File: src/hw/rtl/bire_pkg.sv
// Shared types and constants of the bilevel image run-length encoder.
package bire_pkg;

	localparam int TOT_W        = 21;  // total_pixels register width
	localparam int PIX_PER_WORD = 8;   // pixels carried by one input word
	localparam int TAKE_W       = 4;   // holds 0..PIX_PER_WORD
	localparam int RUN_MIN      = 8;   // shortest run that gets a run token
	localparam int LOW_BITS     = 5;   // count bits held in the run token
	localparam int LIT_BITS     = 7;   // pixels in a literal, bits per count group
	localparam int STEP_MAX     = 8;   // most words released per input word
	localparam int STEP_CAP     = 24;  // words kept per input word, released plus carried

	localparam logic [7:0] TOK_RUN = 8'h80;

	localparam int IQ_DEPTH   = 4;
	localparam int IQ_AW      = 2;
	localparam int IQ_CW      = 3;
	localparam int PEND_DEPTH = 32;
	localparam int PEND_AW    = 5;
	localparam int PEND_CW    = 6;
	localparam int REL_W      = 4;
	localparam int OUT_DEPTH  = 4;
	localparam int OUT_AW     = 2;
	localparam int OUT_CW     = 3;

	typedef struct packed {
		logic [7:0] data_byte;
		logic       end_of_data;
	} bire_in_t;

	typedef struct packed {
		logic [7:0] token_byte;
		logic       group_last;
		logic       image_last;
	} bire_out_t;

	// classified input word, front to engine
	typedef struct packed {
		logic [PIX_PER_WORD-1:0] pixels;
		logic [TAKE_W-1:0]       take;
		logic                    fin;
		logic [TOT_W-1:0]        pad;
	} bire_item_t;

	// buffered token
	typedef struct packed {
		logic [7:0] token_byte;
		logic       image_last;
	} bire_tok_t;

	// engine to collector
	typedef struct packed {
		logic       valid;
		logic [7:0] token_byte;
		logic       image_last;
		logic       step_end;
	} bire_emit_t;

endpackage

File: src/hw/rtl/bire_front.sv
// Front end: accepts input words, works out pixel counts and queues them for the engine.
module bire_front (
	input  logic                      clk,
	input  logic                      arst_n,
	input  logic                      push,
	output logic                      full,
	input  bire_pkg::bire_in_t        in_word,
	input  logic                      cfg_we,
	input  logic [bire_pkg::TOT_W-1:0] cfg_data,
	output logic                      item_valid,
	output bire_pkg::bire_item_t      item,
	input  logic                      item_pop
);
	import bire_pkg::*;

	logic [TOT_W-1:0] total_q, taken_q;
	logic             done_q;
	logic [TOT_W-1:0] rem;
	logic             near, reach, acc;
	bire_item_t       cls;

	bire_item_t       iq_q [IQ_DEPTH];
	logic [IQ_AW-1:0] iwr_q, ird_q;
	logic [IQ_CW-1:0] icnt_q;

	assign rem   = total_q - taken_q;
	assign near  = rem <= TOT_W'(PIX_PER_WORD);
	assign reach = !done_q && near;
	assign full  = icnt_q == IQ_CW'(IQ_DEPTH);
	assign acc   = push && !full;

	always_comb begin
		cls.pixels = in_word.data_byte;
		if (done_q)
			cls.take = '0;
		else if (near)
			cls.take = rem[TAKE_W-1:0];
		else
			cls.take = TAKE_W'(PIX_PER_WORD);
		cls.fin = !done_q && (near || in_word.end_of_data);
		// early end: zero pixels make up the rest of the image
		if (!done_q && in_word.end_of_data && !near)
			cls.pad = rem - TOT_W'(PIX_PER_WORD);
		else
			cls.pad = '0;
	end

	always_ff @(posedge clk or negedge arst_n) begin
		if (!arst_n) begin
			total_q <= TOT_W'(1);
			taken_q <= '0;
			done_q  <= 1'b0;
		end else if (cfg_we) begin
			total_q <= cfg_data;
			taken_q <= '0;
			done_q  <= 1'b0;
		end else if (acc) begin
			if (in_word.end_of_data) begin
				taken_q <= '0;
				done_q  <= 1'b0;
			end else if (reach) begin
				done_q <= 1'b1;
			end else begin
				taken_q <= taken_q + TOT_W'(cls.take);
			end
		end
	end

	assign item_valid = icnt_q != '0;
	assign item       = iq_q[ird_q];

	always_ff @(posedge clk) begin
		if (acc)
			iq_q[iwr_q] <= cls;
	end

	always_ff @(posedge clk or negedge arst_n) begin
		if (!arst_n) begin
			iwr_q  <= '0;
			ird_q  <= '0;
			icnt_q <= '0;
		end else begin
			if (acc)
				iwr_q <= iwr_q + 1'b1;
			if (item_pop)
				ird_q <= ird_q + 1'b1;
			icnt_q <= icnt_q + IQ_CW'(acc) - IQ_CW'(item_pop);
		end
	end

endmodule

File: src/hw/rtl/bire_engine.sv
// Back end: walks the pixels of each word and produces literal and run tokens.
module bire_engine #(
	parameter int PIXEL_COUNT_BITS = 20
) (
	input  logic                 clk,
	input  logic                 arst_n,
	input  logic                 cfg_we,
	input  logic                 item_valid,
	input  bire_pkg::bire_item_t item,
	output logic                 item_pop,
	input  logic                 step_ready,
	output bire_pkg::bire_emit_t emit
);
	import bire_pkg::*;

	localparam int RL_W  = PIXEL_COUNT_BITS + 1;
	localparam int EXT_W = RL_W - LOW_BITS;
	localparam int SUM_W = ((RL_W > TOT_W) ? RL_W : TOT_W) + 1;
	localparam logic [RL_W-1:0] RL_MAX = '1;

	logic                    busy_q, busy_d;
	logic [PIX_PER_WORD-1:0] sh_q, sh_d;
	logic [TAKE_W-1:0]       take_q, take_d;
	logic [TOT_W-1:0]        pad_q, pad_d;
	logic                    fin_q, fin_d;
	logic [7:0]              win_q, win_d;
	logic [2:0]              fill_q, fill_d;
	logic                    in_run_q, in_run_d;
	logic                    rv_q, rv_d;
	logic [RL_W-1:0]         rl_q, rl_d;
	logic [EXT_W-1:0]        ext_q, ext_d;
	logic                    ext_last_q, ext_last_d;

	logic [RL_W-1:0]         cnt_run, rl_sat;
	logic [EXT_W-1:0]        cnt_ext, ext_next;
	logic [EXT_W+LIT_BITS-1:0] ext_wide;
	logic [LIT_BITS-1:0]     ext_part;
	logic [7:0]              run_tok, fin_lit, win_sh;
	logic [3:0]              fill_inc;
	logic [PIX_PER_WORD-1:0] tmask;
	logic                    fast_take, fast_pad;
	logic [SUM_W-1:0]        addend, sum;
	logic                    pix, do_feed, do_finish, step_fire, load;

	assign cnt_run  = (rl_q >= RL_W'(RUN_MIN)) ? rl_q - RL_W'(RUN_MIN) : '0;
	assign cnt_ext  = cnt_run[RL_W-1:LOW_BITS];
	assign run_tok  = TOK_RUN | {1'b0, rv_q, cnt_ext != '0, cnt_run[LOW_BITS-1:0]};
	assign ext_wide = {{LIT_BITS{1'b0}}, ext_q};
	assign ext_part = ext_wide[LIT_BITS-1:0];
	assign ext_next = ext_q >> LIT_BITS;
	assign fin_lit  = win_q << (3'(LIT_BITS) - fill_q);
	assign tmask    = ~({PIX_PER_WORD{1'b1}} >> take_q);

	// whole-word and padding shortcuts while the open run continues
	assign fast_take = in_run_q && (take_q != '0)
	                   && (((sh_q ^ {PIX_PER_WORD{rv_q}}) & tmask) == '0);
	assign fast_pad  = in_run_q && !rv_q && (take_q == '0) && (pad_q != '0);

	always_comb begin
		if (fast_take)
			addend = SUM_W'(take_q);
		else if (fast_pad)
			addend = SUM_W'(pad_q);
		else
			addend = SUM_W'(1);
	end

	assign sum    = SUM_W'(rl_q) + addend;
	assign rl_sat = (sum > SUM_W'(RL_MAX)) ? RL_MAX : sum[RL_W-1:0];

	always_comb begin
		busy_d     = busy_q;
		sh_d       = sh_q;
		take_d     = take_q;
		pad_d      = pad_q;
		fin_d      = fin_q;
		win_d      = win_q;
		fill_d     = fill_q;
		in_run_d   = in_run_q;
		rv_d       = rv_q;
		rl_d       = rl_q;
		ext_d      = ext_q;
		ext_last_d = ext_last_q;
		emit       = '0;
		pix        = 1'b0;
		do_feed    = 1'b0;
		do_finish  = 1'b0;
		step_fire  = 1'b0;

		if (ext_q != '0) begin
			// count groups of a run token, low group first
			emit.valid      = 1'b1;
			emit.token_byte = {ext_next != '0, ext_part};
			emit.image_last = (ext_next == '0) && ext_last_q;
			ext_d           = ext_next;
		end else if (busy_q) begin
			if (take_q != '0) begin
				if (fast_take) begin
					rl_d   = rl_sat;
					take_d = '0;
				end else begin
					pix     = sh_q[PIX_PER_WORD-1];
					do_feed = 1'b1;
					sh_d    = {sh_q[PIX_PER_WORD-2:0], 1'b0};
					take_d  = take_q - 1'b1;
				end
			end else if (pad_q != '0) begin
				if (fast_pad) begin
					rl_d  = rl_sat;
					pad_d = '0;
				end else begin
					do_feed = 1'b1;
					pad_d   = pad_q - 1'b1;
				end
			end else if (fin_q) begin
				do_finish = 1'b1;
				fin_d     = 1'b0;
			end else if (step_ready) begin
				step_fire     = 1'b1;
				emit.step_end = 1'b1;
				busy_d        = 1'b0;
			end
		end

		win_sh   = {win_q[6:0], pix};
		fill_inc = {1'b0, fill_q} + 4'd1;

		if (do_feed) begin
			if (in_run_q) begin
				if (pix == rv_q) begin
					rl_d = rl_sat;
				end else begin
					emit.valid      = 1'b1;
					emit.token_byte = run_tok;
					ext_d           = cnt_ext;
					ext_last_d      = 1'b0;
					in_run_d        = 1'b0;
					win_d           = {7'b0, pix};
					fill_d          = 3'd1;
				end
			end else if (fill_inc == 4'(RUN_MIN)) begin
				if (win_sh == '0 || win_sh == '1) begin
					in_run_d = 1'b1;
					rv_d     = pix;
					rl_d     = RL_W'(RUN_MIN);
					win_d    = '0;
					fill_d   = '0;
				end else begin
					emit.valid      = 1'b1;
					emit.token_byte = {1'b0, win_sh[7:1]};
					win_d           = {7'b0, pix};
					fill_d          = 3'd1;
				end
			end else begin
				win_d  = win_sh;
				fill_d = fill_inc[2:0];
			end
		end

		if (do_finish) begin
			if (in_run_q) begin
				emit.valid      = 1'b1;
				emit.token_byte = run_tok;
				emit.image_last = cnt_ext == '0;
				ext_d           = cnt_ext;
				ext_last_d      = 1'b1;
			end else if (fill_q != '0) begin
				// partial literal, left aligned
				emit.valid      = 1'b1;
				emit.token_byte = {1'b0, fin_lit[LIT_BITS-1:0]};
				emit.image_last = 1'b1;
			end
			in_run_d = 1'b0;
			win_d    = '0;
			fill_d   = '0;
		end

		load     = item_valid && (!busy_q || step_fire);
		item_pop = load;
		if (load) begin
			busy_d = 1'b1;
			sh_d   = item.pixels;
			take_d = item.take;
			pad_d  = item.pad;
			fin_d  = item.fin;
		end
	end

	always_ff @(posedge clk) begin
		sh_q <= sh_d;
	end

	always_ff @(posedge clk or negedge arst_n) begin
		if (!arst_n) begin
			busy_q     <= 1'b0;
			take_q     <= '0;
			pad_q      <= '0;
			fin_q      <= 1'b0;
			win_q      <= '0;
			fill_q     <= '0;
			in_run_q   <= 1'b0;
			rv_q       <= 1'b0;
			rl_q       <= '0;
			ext_q      <= '0;
			ext_last_q <= 1'b0;
		end else begin
			busy_q     <= busy_d;
			take_q     <= take_d;
			pad_q      <= pad_d;
			fin_q      <= fin_d;
			win_q      <= win_d;
			fill_q     <= fill_d;
			in_run_q   <= in_run_d;
			rv_q       <= rv_d;
			rl_q       <= rl_d;
			ext_q      <= ext_d;
			ext_last_q <= ext_last_d;
			// new image: drop pixel state
			if (cfg_we) begin
				win_q    <= '0;
				fill_q   <= '0;
				in_run_q <= 1'b0;
			end
		end
	end

endmodule

File: src/hw/rtl/bire_collect.sv
// Result side: groups tokens per input word, carries the overflow, output queue.
module bire_collect (
	input  logic                 clk,
	input  logic                 arst_n,
	input  bire_pkg::bire_emit_t emit,
	output logic                 step_ready,
	output logic                 empty,
	input  logic                 pop,
	output bire_pkg::bire_out_t  out_word
);
	import bire_pkg::*;

	bire_tok_t          pend_q [PEND_DEPTH];
	logic [PEND_AW-1:0] pwr_q, prd_q;
	logic [PEND_CW-1:0] pcnt_q, step_pos;
	logic [REL_W-1:0]   rel_q;

	bire_out_t          ofifo_q [OUT_DEPTH];
	logic [OUT_AW-1:0]  owr_q, ord_q;
	logic [OUT_CW-1:0]  ocnt_q;

	logic app, rel, opop;
	bire_out_t rel_word;

	// place of the next token in the current word's list, carried words first
	assign step_pos   = pcnt_q - PEND_CW'(rel_q);
	assign app        = emit.valid && (step_pos < PEND_CW'(STEP_CAP));
	assign rel        = (rel_q != '0) && (ocnt_q != OUT_CW'(OUT_DEPTH));
	assign opop       = pop && !empty;
	assign step_ready = rel_q == '0;

	assign rel_word.token_byte = pend_q[prd_q].token_byte;
	assign rel_word.image_last = pend_q[prd_q].image_last;
	assign rel_word.group_last = rel_q == REL_W'(1);

	assign empty    = ocnt_q == '0;
	assign out_word = ofifo_q[ord_q];

	always_ff @(posedge clk) begin
		if (app) begin
			pend_q[pwr_q].token_byte <= emit.token_byte;
			pend_q[pwr_q].image_last <= emit.image_last;
		end
		if (rel)
			ofifo_q[owr_q] <= rel_word;
	end

	always_ff @(posedge clk or negedge arst_n) begin
		if (!arst_n) begin
			pwr_q  <= '0;
			prd_q  <= '0;
			pcnt_q <= '0;
			rel_q  <= '0;
			owr_q  <= '0;
			ord_q  <= '0;
			ocnt_q <= '0;
		end else begin
			if (app)
				pwr_q <= pwr_q + 1'b1;
			if (rel)
				prd_q <= prd_q + 1'b1;
			pcnt_q <= pcnt_q + PEND_CW'(app) - PEND_CW'(rel);
			if (emit.step_end) begin
				if (pcnt_q > PEND_CW'(STEP_MAX))
					rel_q <= REL_W'(STEP_MAX);
				else
					rel_q <= pcnt_q[REL_W-1:0];
			end else if (rel) begin
				rel_q <= rel_q - 1'b1;
			end
			if (rel)
				owr_q <= owr_q + 1'b1;
			if (opop)
				ord_q <= ord_q + 1'b1;
			ocnt_q <= ocnt_q + OUT_CW'(rel) - OUT_CW'(opop);
		end
	end

endmodule

File: src/hw/rtl/bilevel_image_rle_encoder_top.sv
// Top level of the bilevel image run-length encoder.
//
// Input queue: a word (eight pixels, first pixel in bit 7, plus end_of_data)
// is taken at a clock edge with push high and full low. Up to four words
// wait ahead of the pixel engine, so pushing goes on while it is busy.
// Result queue: while empty is low, out_word holds the oldest token byte;
// pop high at a clock edge takes it. A stalled receiver only fills the
// queues; once they are full, full rises and input waits. Nothing is lost.
// Configuration: cfg_data is total_pixels, written when cfg_valid is high
// (cfg_ready is always high). Write it only with the block idle.
// Tokens of one input word are released together, at most eight, with
// group_last on the last; the overflow waits for the next input word.
// The engine walks each word pixel by pixel, but takes the rest of a word
// that carries on the open run at once; each count extension byte, the
// close of an image and the close of each word take a step of their own.
// A word also waits until the previous word's tokens are released, one
// byte per cycle while the result queue has room.
// Reset: queues empty, no image open, total_pixels is 1.
module bilevel_image_rle_encoder_top #(
	parameter int PIXEL_COUNT_BITS = 20
) (
	input  logic                       clk,
	input  logic                       arst_n,
	input  logic                       push,
	output logic                       full,
	input  bire_pkg::bire_in_t         in_word,
	output logic                       empty,
	input  logic                       pop,
	output bire_pkg::bire_out_t        out_word,
	input  logic                       cfg_valid,
	output logic                       cfg_ready,
	input  logic [bire_pkg::TOT_W-1:0] cfg_data
);
	import bire_pkg::*;

	logic       cfg_we;
	logic       item_valid, item_pop, step_ready;
	bire_item_t item;
	bire_emit_t emit;

	// configuration never stalls
	assign cfg_ready = 1'b1;
	assign cfg_we    = cfg_valid && cfg_ready;

	// front: pixel bookkeeping per word, short queue to the engine
	bire_front u_front (
		.clk        (clk),
		.arst_n     (arst_n),
		.push       (push),
		.full       (full),
		.in_word    (in_word),
		.cfg_we     (cfg_we),
		.cfg_data   (cfg_data),
		.item_valid (item_valid),
		.item       (item),
		.item_pop   (item_pop)
	);

	// engine: pixel window, run counter and token formatting
	bire_engine #(
		.PIXEL_COUNT_BITS (PIXEL_COUNT_BITS)
	) u_engine (
		.clk        (clk),
		.arst_n     (arst_n),
		.cfg_we     (cfg_we),
		.item_valid (item_valid),
		.item       (item),
		.item_pop   (item_pop),
		.step_ready (step_ready),
		.emit       (emit)
	);

	// collector: per-word grouping, carry buffer and result queue
	bire_collect u_collect (
		.clk        (clk),
		.arst_n     (arst_n),
		.emit       (emit),
		.step_ready (step_ready),
		.empty      (empty),
		.pop        (pop),
		.out_word   (out_word)
	);

endmodule
File: config.mk
export PLATFORM = sky130hd
export DESIGN_NAME = bilevel_image_rle_encoder_top
export DESIGN_NICKNAME = d
export VERILOG_FILES = /design/src/hw/rtl/bire_pkg.sv /design/src/hw/rtl/bire_front.sv /design/src/hw/rtl/bire_engine.sv /design/src/hw/rtl/bire_collect.sv /design/src/hw/rtl/bilevel_image_rle_encoder_top.sv
export SDC_FILE = /design/constraint.sdc
export NUM_CORES = 1
export LEC_CHECK = 0
export BUFFER_PORTS_ARGS = -buffer_cell sky130_fd_sc_hd__buf_2
export CAP_MARGIN = 5
export CORE_MARGIN = 1
export CORE_UTILIZATION = 51
export CTS_CLUSTER_DIAMETER = 80
export CTS_CLUSTER_SIZE = 8
export DETAILED_ROUTE_END_ITERATION = 8
export GPL_ROUTABILITY_DRIVEN = 0
export PLACE_DENSITY = 0.75
export SETUP_SLACK_MARGIN = 0.3
export SYNTH_ARGS = -nofsm -noshare
export SYNTH_HDL_FRONTEND = slang
export SYNTH_SLANG_ARGS = --single-unit
File: constraint.sdc
create_clock -name clk -period 15.7 [get_ports clk]
set_clock_uncertainty 0.15 [all_clocks]
set_input_delay 2.355 -clock clk [delete_from_list [all_inputs] [get_ports clk]]
set_output_delay 2.355 -clock clk [all_outputs]
set_load 0.05 [all_outputs]
==> impl_metrics.env <==
export IMPL_die_h_um=243
export IMPL_min_path_cells=1
export IMPL_hold_viol=0
export IMPL_area_growth_pct=12.2
export IMPL_power_density_nw_per_um2=151
export IMPL_instances_no_fill=3046
export IMPL_status="finished clean"
export IMPL_rsz0062_at_grt="no"
export IMPL_reg2reg_slack_ns=9.01
export IMPL_r2r_start="u_front.total_q[0]$_DFFE_PN1P_"
export IMPL_crit_reg2reg_capture="u_front.taken_q[20]$_DFFE_PN0P_"
export IMPL_cts_resized_gates=0
export IMPL_critical_path_max_fanout=10
export IMPL_avgSynthCellArea_sq_um=13.8
export IMPL_grt_remaining_overflow=0
export IMPL_r2r_cells=21
export IMPL_final_cell_mix="edfxtp_1, nor2_1, dfrtp_1"
export IMPL_synth_top_cell_area_share_pct=47.7
export IMPL_cpLargestDelayFamily="simple AND/OR/NAND/NOR gates"
export IMPL_io_pins=48
export IMPL_syn_num_nets=2276
export IMPL_drt_initial_drc_count=1954
export IMPL_antenna_cells=0
export IMPL_start_kind="flop"
export IMPL_async_flop_share_pct=24.6
export IMPL_dp_hpwl_um=43000
export IMPL_place_area_sq_um=30700
export IMPL_hold_end="u_engine.ext_q[6]$_DFF_PN0_"
export IMPL_cp_arrival_ns=7.08
export IMPL_dominantRegCellSynth="edfxtp_1"
export IMPL_period_minus_slack_ns=6.69
export IMPL_fin_nets=2342
export IMPL_viasPerCell=6.19
export IMPL_drc_errors=0
export IMPL_hold_buffers=0
export IMPL_syn_inst=2150
export IMPL_tns_ns=0
export IMPL_ant_nets=0
export IMPL_start_util_pct=51.5
export IMPL_hold_class="reg -> reg"
export IMPL_drv_slew=0
export IMPL_final_common_cell="edfxtp_1"
export IMPL_final_cell_area_sq_um=33400
export IMPL_grt_start_max_net_pins=59
export IMPL_cts_setup_buffers=0
export IMPL_antenna_found_initial=0
export IMPL_synth_edf_count=472
export IMPL_max_stage_delay_ns=0.57
export IMPL_cts_inserted_buffers=89
export IMPL_cp_num_buf_inv=1
export IMPL_cts_max_level=3
export IMPL_fin_crit_sh_pct=42.6
export IMPL_max_freq_mhz=150
export IMPL_critical_path_class="reg -> reg"
export IMPL_clk_path_buf_depth=3
export IMPL_cp_cell_sequence="inv_1 > ha_1 > fa_1 > nand2b_1 > a21oi_2 > o21ai_2 > o41ai_1 > or2_0 > o311ai_1 > nor2_1 > or4b_4 > nor2_1 > ha_1 > fa_1 > a21o_1 > a21oi_1 > nor4_1 > nand4_1 > or4_1 > or3_1 > a21oi_1"
export IMPL_drt_total_wl_um=67600
export IMPL_holdCritStartpoint="u_engine.ext_q[13]$_DFF_PN0_"
export IMPL_dp_cells=2889
export IMPL_die_area_sq_um=59300
export IMPL_worst_ir_drop_vdd_mv=0.131
export IMPL_relSlewSlack_pct=17.4
export IMPL_worst_slew_pin_slew_ns=1.23
export IMPL_layout_drive_gt1_share_pct=16.7
export IMPL_maxCapViolCount=0
export IMPL_grt_usage_pct=23.0
export IMPL_io_buffer_count=46
export IMPL_seq_area_frac_synth_pct=60.6
export IMPL_vias=18900
export IMPL_cp_slowest_cell="or4b_4"
export IMPL_cp_end_kind="flop"
export IMPL_cts_sinks=626
export IMPL_synth_ff_latch_count=626
export IMPL_synth_largest_area_cell="edfxtp_1"
export IMPL_synth_warnings=0
export IMPL_clock_latency_ns=0.63
export IMPL_grt_pass1_vias=18800
export IMPL_syn_cell_area_sq_um=29700
export IMPL_coreArea_sq_um=57700
export IMPL_ys_types=98
export IMPL_clk_pin_slew_ns=0.05
export IMPL_grt_pass1_wl_um=106000
export IMPL_setup_violations=0
export IMPL_wire_per_inst_um=22.2
export IMPL_synth_area_leaders="edfxtp_1, dfrtp_1, mux4_2"
export IMPL_cts_tree="yes"
export IMPL_fp_dieW_um=243
export IMPL_required_ns=16.09
export IMPL_fillerInstances=4302
export IMPL_drtPass1Iterations=5
export IMPL_root_buffer="clkbuf_16"
export IMPL_p_leak_nw=12.2
export IMPL_num_rows=88
==> cell usage after synthesis (31+ instances only) <==
library cell and count:
o21ai_0 110, a21oi_1 97, nor2_1 170, nand2_1 147, inv_1 80, edfxtp_1 472, nor3_1 41, ha_1 85
clkbuf_1 66, nand3_1 40, mux4_2 135, xnor2_1 62, mux2_2 31, dfrtp_1 153
==> power breakdown <==
part           switching [mW]  total [mW]  internal (mW)
sequential              0.170        2.18           2.01
clock                   0.696        1.76           1.06
combinational           0.651        1.11          0.454
==> sequential cells by signal, indices dropped and copies added (netlist names), 6 cells and up, named ones only <==
signal / cells
u_collect.pend_q: 288
u_engine.rl_q: 21
u_engine.sh_q: 8
u_front.taken_q: 21
u_front.iq_q: 136
u_front.total_q: 21
u_engine.ext_q: 16
u_collect.ofifo_q: 40
u_engine.pad_q: 21
u_engine.win_q: 7
u_collect.pcnt_q: 6
==> worst max-delay path by stage <==
| stage | start | endpoint | slack, ns | depth (start not counted) |
|---|---|---|---|---|
| finish | u_front.total_q[0]$_DFFE_PN1P_ | u_front.taken_q[20]$_DFFE_PN0P_ | 9.01 | 21 |
| global route | u_front.total_q[0]$_DFFE_PN1P_ | u_front.taken_q[20]$_DFFE_PN0P_ | 8.49 | 23 |
| CTS | u_front.total_q[0]$_DFFE_PN1P_ | u_front.taken_q[20]$_DFFE_PN0P_ | 9.08 | 21 |
| detailed placement | u_front.total_q[0]$_DFFE_PN1P_ | u_front.taken_q[20]$_DFFE_PN0P_ | 9.14 | 21 |
| global placement | u_front.total_q[0]$_DFFE_PN1P_ | u_front.taken_q[20]$_DFFE_PN0P_ | 9.33 | 21 |
| floorplan | u_front.total_q[0]$_DFFE_PN1P_ | u_front.taken_q[20]$_DFFE_PN0P_ | 9.86 | 22 |
==> cell families after synthesis <==
kind of cell	Yosys count	synth area share (%)
simple gates	600	10.2
flops	626	60.6
other cells	1	0.0126
compound gates	390	8.47
buf+inv	176	2.33
mux	173	11.6
fa+ha+maj	91	3.98
xor+xnor	93	2.76
==> layer usage <==
metal | share of wire (%) | GRT usage, % | vias to the layer above
met3 | 7.4 | 3.48 | 148
met1 | 41 | 31.5 | 9439
li1 | - | - | 8380
met5 | 0 | 0 | -
met2 | 49 | 38.0 | 890
met4 | 2.6 | 7.10 | 0
==> metrics by stage <==
stage	hold WS, ns	utilization (%)	power (mW)	worst slack (ns)
3_5_place_dp	0.307	53.3	3.31	9.14
4_1_cts	0.307	57.8	5.08	9.08
3_3_place_gp	0.306	53.3	3.26	9.33
6_report	0.305	57.8	5.04	9.01
5_1_grt	0.329	57.8	5.26	8.49
2_1_floorplan	0.283	-	3.01	9.86
==> cell type report <==
class / count / area, sq um / share of cell area [%]
Sequential cell: 626 / 18000 / 54.1
Clock inverter: 9 / 135 / 0.405
Timing Repair Buffer: 69 / 429 / 1.29
Clock buffer: 147 / 2450 / 7.36
Multi-Input combinational cell: 1348 / 11000 / 33.1
Inverter: 82 / 308 / 0.923
Tap cell: 765 / 957 / 2.87
No activity file was read; power rests on OpenSTA's default activity.
